## src/rtl/core/bdq_pkg.sv

```systemverilog
// Package for the bounded deque with delete-by-value.
// Holds the depth, derived widths, command and status codes and the cell
// control struct. No dependencies.
package bdq_pkg;

  // Storage depth and derived widths
  localparam int unsigned Depth   = 16;
  localparam int unsigned DataW   = 32;
  localparam int unsigned CntW    = $clog2(Depth + 1);
  localparam int unsigned IdxW    = (Depth > 1) ? $clog2(Depth) : 1;
  localparam int unsigned CmdW    = 3;
  localparam int unsigned StatusW = 2;
  localparam int unsigned OccW    = 5;

  typedef enum logic [CmdW-1:0] {
    CMD_PUSH_FRONT = 3'd0,
    CMD_PUSH_BACK  = 3'd1,
    CMD_POP_FRONT  = 3'd2,
    CMD_POP_BACK   = 3'd3,
    CMD_DELETE     = 3'd4
  } cmd_e;

  typedef enum logic [StatusW-1:0] {
    ST_DONE     = 2'd0,
    ST_EMPTY    = 2'd1,
    ST_FULL     = 2'd2,
    ST_NOTFOUND = 2'd3
  } status_e;

  // Broadcast control shared by every cell of the chain
  typedef struct packed {
    logic                    shift_r;    // push front: take left neighbor
    logic                    shift_l;    // pop front: take right neighbor
    logic                    load_back;  // push back: slot at count loads key
    logic                    del_scan;   // delete: shift left from first match on
    logic signed [DataW-1:0] key;        // push value or delete key
  } cell_ctrl_t;

endpackage

```

## src/rtl/core/bdq_cmd_if.sv

```systemverilog
// Command channel interface: valid/ready plus command and value.
// Depends on bdq_pkg for field widths.
interface bdq_cmd_if;
  logic                             valid;
  logic                             ready;
  logic [bdq_pkg::CmdW-1:0]         command;
  logic signed [bdq_pkg::DataW-1:0] value;

  modport source (output valid, command, value, input ready);
  modport sink   (input valid, command, value, output ready);
endinterface

```

## src/rtl/core/bdq_res_if.sv

```systemverilog
// Result channel interface: valid/ready plus status, occupancy, front and back.
// Depends on bdq_pkg for field widths.
interface bdq_res_if;
  logic                             valid;
  logic                             ready;
  logic [bdq_pkg::StatusW-1:0]      status;
  logic [bdq_pkg::OccW-1:0]         occupancy;
  logic signed [bdq_pkg::DataW-1:0] front_value;
  logic signed [bdq_pkg::DataW-1:0] back_value;

  modport source (output valid, status, occupancy, front_value, back_value, input ready);
  modport sink   (input valid, status, occupancy, front_value, back_value, output ready);
endinterface

```

## src/rtl/core/bdq_cell.sv

```systemverilog
// One storage cell of the deque chain: holds one entry, compares it to the
// key and moves data to or from its neighbors. Depends on bdq_pkg.
module bdq_cell (
  input  logic                             clk_i,
  input  bdq_pkg::cell_ctrl_t              ctrl_i,
  input  logic signed [bdq_pkg::DataW-1:0] left_val_i,
  input  logic signed [bdq_pkg::DataW-1:0] right_val_i,
  input  logic                             valid_i,
  input  logic                             is_back_i,
  input  logic                             seen_i,
  output logic                             seen_o,
  output logic                             match_o,
  output logic signed [bdq_pkg::DataW-1:0] val_o,
  output logic signed [bdq_pkg::DataW-1:0] val_d_o
);

  logic signed [bdq_pkg::DataW-1:0] val_q;
  logic signed [bdq_pkg::DataW-1:0] val_d;
  logic                             take_right;

  // Key compare and running "match at or before here" chain
  assign match_o = valid_i && (val_q == ctrl_i.key);
  assign seen_o  = seen_i || match_o;

  // Pop front shifts all cells; delete shifts from the removed slot on
  assign take_right = ctrl_i.shift_l || (ctrl_i.del_scan && seen_o);

  always_comb begin
    val_d = val_q;
    if (ctrl_i.shift_r) begin
      val_d = left_val_i;
    end else if (take_right) begin
      val_d = right_val_i;
    end else if (ctrl_i.load_back && is_back_i) begin
      val_d = ctrl_i.key;
    end
  end

  // Entry storage, no reset: only slots below the count are ever read
  always_ff @(posedge clk_i) begin
    val_q <= val_d;
  end

  assign val_o   = val_q;
  assign val_d_o = val_d;

endmodule

```

## src/rtl/core/bounded_deque_with_delete.sv

```systemverilog
// Bounded double-ended queue with delete-by-value, built as a chain of cells.
// A result is registered and shown in the cycle after its command transfer.
// Throughput: one command per cycle while results drain; every cell compares and shifts in parallel.
// A waiting result holds off commands; one is taken in the cycle the result transfers.
// Reset: asynchronous active low; count and result valid clear, entries are not cleared.
// Depends on bdq_pkg, bdq_cmd_if, bdq_res_if and bdq_cell.
module bounded_deque_with_delete (
  input  logic   clk_i,
  input  logic   rst_ni,
  bdq_cmd_if.sink   cmd_i,
  bdq_res_if.source res_o
);

  localparam int unsigned Depth = bdq_pkg::Depth;
  localparam int unsigned CntW  = bdq_pkg::CntW;
  localparam int unsigned IdxW  = bdq_pkg::IdxW;
  localparam int unsigned DataW = bdq_pkg::DataW;

  logic [CntW-1:0]           cnt_q, cnt_d;
  logic                      out_valid_q;
  bdq_pkg::status_e          status_q, status_d;
  logic [bdq_pkg::OccW-1:0]  occ_q;
  logic signed [DataW-1:0]   front_q, front_d;
  logic signed [DataW-1:0]   back_q, back_d;

  logic                      accept;
  logic                      empty, full;
  bdq_pkg::cmd_e             cmd;
  bdq_pkg::cell_ctrl_t       ctrl;

  logic signed [DataW-1:0]   cell_val [Depth];
  logic signed [DataW-1:0]   cell_nxt [Depth];
  logic [Depth:0]            seen;
  logic [Depth-1:0]          hit, vld, bk;
  logic [IdxW-1:0]           tail_idx, new_tail_idx;
  logic                      head_hit, tail_hit, any_hit;

  // Handshake: take a command whenever the result register is free or draining
  assign cmd_i.ready = !out_valid_q || res_o.ready;
  assign accept      = cmd_i.valid && cmd_i.ready;
  assign cmd         = bdq_pkg::cmd_e'(cmd_i.command);

  assign empty = (cnt_q == '0);
  assign full  = (cnt_q == CntW'(Depth));

  // Per-slot occupancy and back-slot decode
  always_comb begin
    for (int i = 0; i < Depth; i++) begin
      vld[i] = (CntW'(i) < cnt_q);
      bk[i]  = (CntW'(i) == cnt_q);
    end
  end

  // Cell chain
  assign seen[0] = 1'b0;
  for (genvar g = 0; g < Depth; g++) begin : g_cell
    logic signed [DataW-1:0] left_val, right_val;
    if (g == 0) begin : g_first
      assign left_val = cmd_i.value;
    end else begin : g_mid
      assign left_val = cell_val[g-1];
    end
    if (g == Depth - 1) begin : g_last
      assign right_val = cell_val[g];
    end else begin : g_inner
      assign right_val = cell_val[g+1];
    end

    bdq_cell u_cell (
      .clk_i      (clk_i),
      .ctrl_i     (ctrl),
      .left_val_i (left_val),
      .right_val_i(right_val),
      .valid_i    (vld[g]),
      .is_back_i  (bk[g]),
      .seen_i     (seen[g]),
      .seen_o     (seen[g+1]),
      .match_o    (hit[g]),
      .val_o      (cell_val[g]),
      .val_d_o    (cell_nxt[g])
    );
  end

  // Head, tail and any-match flags for delete
  assign tail_idx = IdxW'(cnt_q - CntW'(1));
  assign head_hit = hit[0];
  assign tail_hit = hit[tail_idx];
  assign any_hit  = seen[Depth];

  // Command decode: cell control, count update and status
  always_comb begin
    ctrl          = '0;
    ctrl.key      = cmd_i.value;
    cnt_d         = cnt_q;
    status_d      = bdq_pkg::ST_DONE;
    case (cmd)
      bdq_pkg::CMD_PUSH_FRONT: begin
        if (full) begin
          status_d = bdq_pkg::ST_FULL;
        end else begin
          ctrl.shift_r = accept;
          cnt_d        = cnt_q + CntW'(1);
        end
      end
      bdq_pkg::CMD_PUSH_BACK: begin
        if (full) begin
          status_d = bdq_pkg::ST_FULL;
        end else begin
          ctrl.load_back = accept;
          cnt_d          = cnt_q + CntW'(1);
        end
      end
      bdq_pkg::CMD_POP_FRONT: begin
        if (empty) begin
          status_d = bdq_pkg::ST_EMPTY;
        end else begin
          ctrl.shift_l = accept;
          cnt_d        = cnt_q - CntW'(1);
        end
      end
      bdq_pkg::CMD_POP_BACK: begin
        if (empty) begin
          status_d = bdq_pkg::ST_EMPTY;
        end else begin
          cnt_d = cnt_q - CntW'(1);
        end
      end
      bdq_pkg::CMD_DELETE: begin
        if (empty) begin
          status_d = bdq_pkg::ST_EMPTY;
        end else if (!any_hit) begin
          status_d = bdq_pkg::ST_NOTFOUND;
        end else begin
          // tail match without head match just drops the back entry
          ctrl.del_scan = accept && (head_hit || !tail_hit);
          cnt_d         = cnt_q - CntW'(1);
        end
      end
      default: begin
        status_d = bdq_pkg::ST_DONE;
      end
    endcase
  end

  // Front and back after the update, zero when empty
  assign new_tail_idx = IdxW'(cnt_d - CntW'(1));
  assign front_d = (cnt_d == '0) ? '0 : cell_nxt[0];
  assign back_d  = (cnt_d == '0) ? '0 : cell_nxt[new_tail_idx];

  // Count and result valid
  always_ff @(posedge clk_i or negedge rst_ni) begin
    if (!rst_ni) begin
      cnt_q       <= '0;
      out_valid_q <= 1'b0;
    end else begin
      if (accept) begin
        cnt_q <= cnt_d;
      end
      if (accept) begin
        out_valid_q <= 1'b1;
      end else if (res_o.ready) begin
        out_valid_q <= 1'b0;
      end
    end
  end

  // Result payload
  always_ff @(posedge clk_i) begin
    if (accept) begin
      status_q <= status_d;
      occ_q    <= bdq_pkg::OccW'(cnt_d);
      front_q  <= front_d;
      back_q   <= back_d;
    end
  end

  assign res_o.valid       = out_valid_q;
  assign res_o.status      = status_q;
  assign res_o.occupancy   = occ_q;
  assign res_o.front_value = front_q;
  assign res_o.back_value  = back_q;

  // Count never exceeds the storage depth
  a_cnt_bound: assert property (@(posedge clk_i) disable iff (!rst_ni)
    cnt_q <= CntW'(Depth))
    else $error("deque count above depth");

  // A push that fits grows the count by one
  a_push_grows: assert property (@(posedge clk_i) disable iff (!rst_ni)
    (accept && !full && (cmd == bdq_pkg::CMD_PUSH_FRONT || cmd == bdq_pkg::CMD_PUSH_BACK))
    |=> (cnt_q == $past(cnt_q) + CntW'(1)))
    else $error("push did not grow count");

  // Reported occupancy tracks the count register
  a_occ_match: assert property (@(posedge clk_i) disable iff (!rst_ni)
    out_valid_q |-> (occ_q == bdq_pkg::OccW'(cnt_q)))
    else $error("occupancy out of step with count");

endmodule
```

## src/flat_wrapper.sv

```systemverilog
// flat-port wrapper written by rule: the top's interface ports become plain ports
module bounded_deque_with_delete_flat 
  (clk_i, rst_ni, cmd_i_valid, cmd_i_command, cmd_i_value, cmd_i_ready, res_o_valid, res_o_status, res_o_occupancy, res_o_front_value, res_o_back_value, res_o_ready);
  bdq_cmd_if cmd_i_i ();
  bdq_res_if res_o_i ();
  input  logic clk_i;
  input  logic rst_ni;
  input wire logic [$bits(cmd_i_i.valid)-1:0] cmd_i_valid;
  input wire logic [$bits(cmd_i_i.command)-1:0] cmd_i_command;
  input wire logic [$bits(cmd_i_i.value)-1:0] cmd_i_value;
  output wire logic [$bits(cmd_i_i.ready)-1:0] cmd_i_ready;
  output wire logic [$bits(res_o_i.valid)-1:0] res_o_valid;
  output wire logic [$bits(res_o_i.status)-1:0] res_o_status;
  output wire logic [$bits(res_o_i.occupancy)-1:0] res_o_occupancy;
  output wire logic [$bits(res_o_i.front_value)-1:0] res_o_front_value;
  output wire logic [$bits(res_o_i.back_value)-1:0] res_o_back_value;
  input wire logic [$bits(res_o_i.ready)-1:0] res_o_ready;
  assign cmd_i_i.valid = cmd_i_valid;
  assign cmd_i_i.command = cmd_i_command;
  assign cmd_i_i.value = cmd_i_value;
  assign cmd_i_ready = cmd_i_i.ready;
  assign res_o_valid = res_o_i.valid;
  assign res_o_status = res_o_i.status;
  assign res_o_occupancy = res_o_i.occupancy;
  assign res_o_front_value = res_o_i.front_value;
  assign res_o_back_value = res_o_i.back_value;
  assign res_o_i.ready = res_o_ready;
  bounded_deque_with_delete u_core (.clk_i(clk_i), .rst_ni(rst_ni), .cmd_i(cmd_i_i), .res_o(res_o_i));
endmodule
```

## config.mk

```make
export PLATFORM = sky130hd
export DESIGN_NAME = bounded_deque_with_delete_flat
export DESIGN_NICKNAME = d
export VERILOG_FILES = /design/src/rtl/core/bdq_pkg.sv /design/src/rtl/core/bdq_cmd_if.sv /design/src/rtl/core/bdq_res_if.sv /design/src/rtl/core/bdq_cell.sv /design/src/rtl/core/bounded_deque_with_delete.sv /design/src/flat_wrapper.sv
export SDC_FILE = /design/constraint.sdc
export NUM_CORES = 2
export LEC_CHECK = 0
export CAP_MARGIN = 20
export CELL_PAD_IN_SITES_DETAIL_PLACEMENT = 1
export CELL_PAD_IN_SITES_GLOBAL_PLACEMENT = 1
export CORE_MARGIN = 1
export CORE_UTILIZATION = 45
export DETAILED_ROUTE_END_ITERATION = 12
export DONT_BUFFER_PORTS = 1
export PLACE_DENSITY_LB_ADDON = 0.1
export SYNTH_ARGS = -nofsm -noshare
export SYNTH_HDL_FRONTEND = slang
export SYNTH_SLANG_ARGS = --single-unit
```

## constraint.sdc

```tcl
create_clock -name clk_i -period 5.2 [get_ports clk_i]
set_input_delay 0.52 -clock clk_i [delete_from_list [all_inputs] [get_ports clk_i]]
set_output_delay 0.52 -clock clk_i [all_outputs]
set_load 0.03 [all_outputs]
```

==> impl_metrics.toml <==
[critical_path]
crit_type = "reg -> reg"
cp.arrival_ns = 5.61
critPathMaxFanout = 14
crit_required_ns = 5.61
start_kind = "flip-flop"
crit_path_end_kind = "flip-flop"

[clock_network]
cts_buffers = 75
insertion_delay_ns = 0.67
clkSinkCount = 589
cts_tree = "yes"
cts_buffer_depth = 3
h-tree-depth = 3
path_clk_slew_ns = 0.06
cts.root.buffer_cell = "clkbuf_16"

[yosys]
synth_edf_count = 71
yosysSeqAreaShare = 0.293
avgSynthCellArea_um2 = 8.15
synth_nets = 5295
ys_warn_count = 0
syn_area_mm2 = 0.0428
synth_seq_cells = 589
synthCells = 5249
synthFlopType = "dfxtp_1"
synth.distinct_cells = 92
synthArstFlopShare = 0.0102

[outcome]
violations = "negative setup slack"
outcome = "finished with violations"

[global_route]
grt_usage = 0.433
grt_first_pass_wirelength_um = 301000
grt_max_degree = 198
grt-ovfl-total = 0
grt_pass1_vias = 42185
antenna_found_initial = 1

[place]
gp_congestion = 1.07
place_ws_ns = -0.241
dp.cells = 6435
portBuffers = 0
dpl.hpwl_um = 164000

[final_layout]
synthToLayoutAreaGrowth_pct = 14.1
multiInputGateArea_mm2 = 0.0281
num-fill-cells = 11077
seq_area_mm2 = 0.0125
nNetsFinal = 5308
fin_cells = 6579
drive_gt1_frac = 0.155
num_antenna_cells = 0

[detailed_routing]
drc_errors = 0
antenna_left = 0
first_pass_iters = 7
detail_route.wl_per_cell_um = 32.7
vias_per_cell = 6.61
wirelength_um = 215000
vias = 43497
drt-initial-drc-count = 4933

[sta]
setup_slack_ns = -0.00270
report.final.slew_viol_count = 0
hold_viol_final = 0
fin_skew_ns = 0.0271
finalCritPeriodShare = 1.00
finalSetupTns_ns = -0.00270
rsz0062_at_grt = "no"
slew_headroom = 0.388
tightest_slew_ns = 0.918
setup_viol = 1
fmax_mhz = 192
finalCriticalPeriod_ns = 5.20

[floorplanning]
die_y_um = 310
start_util = 0.456
num_io_pins = 112
die_x_um = 310
die_area_mm2 = 0.0963
row_count = 112
design.core.area_mm2 = 0.0937

[power]
power.density_mw_per_mm2 = 787
total_power_uw = 38400
power.leakage_uw = 0.0201
peakVddDrop_uv = 584

[flow_run]
cap_violations = 0

[hold_path]
hp-class = "in -> reg"
cells in the mapped netlist (17+ instances only):
master,number,share of area
nor2b_1,19,0.0028
nand2_1,731,0.064
clkbuf_1,292,0.026
a2111oi_0,18,0.0037
mux2i_1,471,0.11
a21o_1,37,0.0065
nor2_1,300,0.026
a221o_1,34,0.0080
a2bb2oi_1,31,0.0063
nor3_1,153,0.018
o22ai_1,82,0.012
nor4_1,105,0.015
nand2b_1,71,0.010
buf_4,58,0.010
edfxtp_1,71,0.050
and3_1,30,0.0044
o221ai_1,18,0.0037
o211ai_1,38,0.0067
dfxtp_1,512,0.24
o31a_1,18,0.0037
nand4_1,167,0.024
a21oi_1,221,0.026
a32o_1,18,0.0042
xor2_1,271,0.055
xnor2_1,254,0.052
buf_1,35,0.0031
o21ai_0,190,0.022
a311oi_1,17,0.0035
o21ai_1,121,0.014
buf_2,101,0.012
a211oi_1,72,0.013
a221oi_1,30,0.0061
nand3_1,102,0.012
or3_1,44,0.0064
inv_1,55,0.0048
mux2_2,159,0.042
final cells by class:
type,instances,area share
clock buffers,103,0.0429
well taps,1254,0.0321
multi-input cells,4107,0.576
inverters,59,0.00472
clock inverters,37,0.00751
repair buffers,430,0.0805
flip-flops and latches,589,0.257
per-stage QoR:
step	cell area, µm²	util	hold slack, ns
2_1_floorplan	42800	-	0.224
3_3_place_gp	46200	0.493	0.225
6_report	48800	0.521	0.136
3_5_place_dp	46200	0.493	0.225
4_1_cts	48700	0.520	0.0932
5_1_grt	48800	0.521	0.140
flip-flops by register name, indices dropped and copies added (netlist names):
register                    count
u_core.g_cell.u_cell.val_o    512
u_core.res_o.back_value        32
u_core.res_o.front_value       32
u_core.cnt_q                    5
u_core.res_o.occupancy          5
u_core.res_o.status             2
u_core.res_o.valid              1
path summary, 6_finish.rpt:
check,cells after the start,slack [ns],start,to
worst max-delay path,17,-0.003,u_core.g_cell[15].u_cell.val_o[15]$_DFF_P_,u_core.res_o.back_value[18]$_SDFFCE_PN0P_
worst min-delay path,2,0.14,cmd_i_value[9],u_core.g_cell[15].u_cell.val_o[9]$_DFF_P_
worst max register to register,17,-0.003,u_core.g_cell[15].u_cell.val_o[15]$_DFF_P_,u_core.res_o.back_value[18]$_SDFFCE_PN0P_
worst min register to register,2,0.50,u_core.g_cell[0].u_cell.val_o[14]$_DFF_P_,u_core.g_cell[1].u_cell.val_o[14]$_DFF_P_
max in group asynchronous,1,4.54,rst_ni,u_core.cnt_q[1]$_DFFE_PN0P_
min in group asynchronous,1,0.28,rst_ni,u_core.cnt_q[2]$_DFFE_PN0P_
critical path: stages, from the launching register on:
cell and delay [ns]:
dfxtp_1 0.37, xor2_1 0.27, or4_1 0.57, nor4b_1 0.52
nand4_1 0.18, a21oi_1 0.31, o21ai_0 0.31, a211o_1 0.42
buf_12 0.17, a31oi_4 0.24, buf_12 0.20, mux2i_1 0.20
o21ai_0 0.09, buf_4 0.18, a22oi_1 0.36, a222oi_1 0.16
buf_4 0.18, a22o_1 0.18
per-layer routing:
metal	up-vias	GRT usage	share of wire
li1	19113	-	-
met1	22147	0.580	0.42
met2	1901	0.658	0.43
met3	336	0.119	0.10
met4	0	0.166	0.042
met5	-	0	0
placed cells by master (no fill, tap or decap), types with 37 or more instances in the layout:
| cell type | Yosys | routed |
|---|---|---|
| xor2_1 | 271 | 271 |
| buf_12 | 0 | 55 |
| xnor2_1 | 254 | 252 |
| o22ai_1 | 82 | 82 |
| edfxtp_1 | 71 | 71 |
| or3_1 | 44 | 42 |
| nand2b_1 | 71 | 70 |
| inv_1 | 55 | 54 |
| nand3_1 | 102 | 98 |
| dfxtp_1 | 512 | 512 |
| buf_4 | 58 | 371 |
| nor4_1 | 105 | 105 |
| mux2_2 | 159 | 159 |
| mux2i_1 | 471 | 469 |
| o21ai_0 | 190 | 190 |
| clkbuf_16 | 0 | 77 |
| a211oi_1 | 72 | 72 |
| nand4_1 | 167 | 167 |
| o21ai_1 | 121 | 116 |
| nand2_1 | 731 | 729 |
| nor2_1 | 300 | 297 |
| nor3_1 | 153 | 148 |
| o211ai_1 | 38 | 38 |
| a21o_1 | 37 | 37 |
| a21oi_1 | 221 | 218 |
where the power goes:
group | internal [µW] | switching (µW) | total, µW | leakage (µW)
sequential | 7030 | 3790 | 10800 | 0.00502
combinational | 8750 | 13400 | 22200 | 0.0139
clock | 3130 | 2310 | 5440 | 0.00121
cell families after synthesis:
logic type | after synthesis | synth area share
flip-flops | 589 | 0.293
AO/OA/AOI/OAI | 1117 | 0.177
multiplexers | 645 | 0.160
AND/OR/NAND/NOR | 1813 | 0.203
XOR/XNOR | 525 | 0.107
buffers and inverters | 553 | 0.0580
adder cells (fa/ha/maj) | 7 | 0.00205
timing repair:
action | 4_1_cts | 5_1_grt
pin swaps | 0 | 1
cloned | 0 | 0
endpoints found under the hold margin | 7 | 0
setup endpoints to repair | 26 | 26
hold buffers | 2 | 0
buffers inserted | 0 | 2
resized for setup | 13 | 15
(Power assumes the default switching activity.)
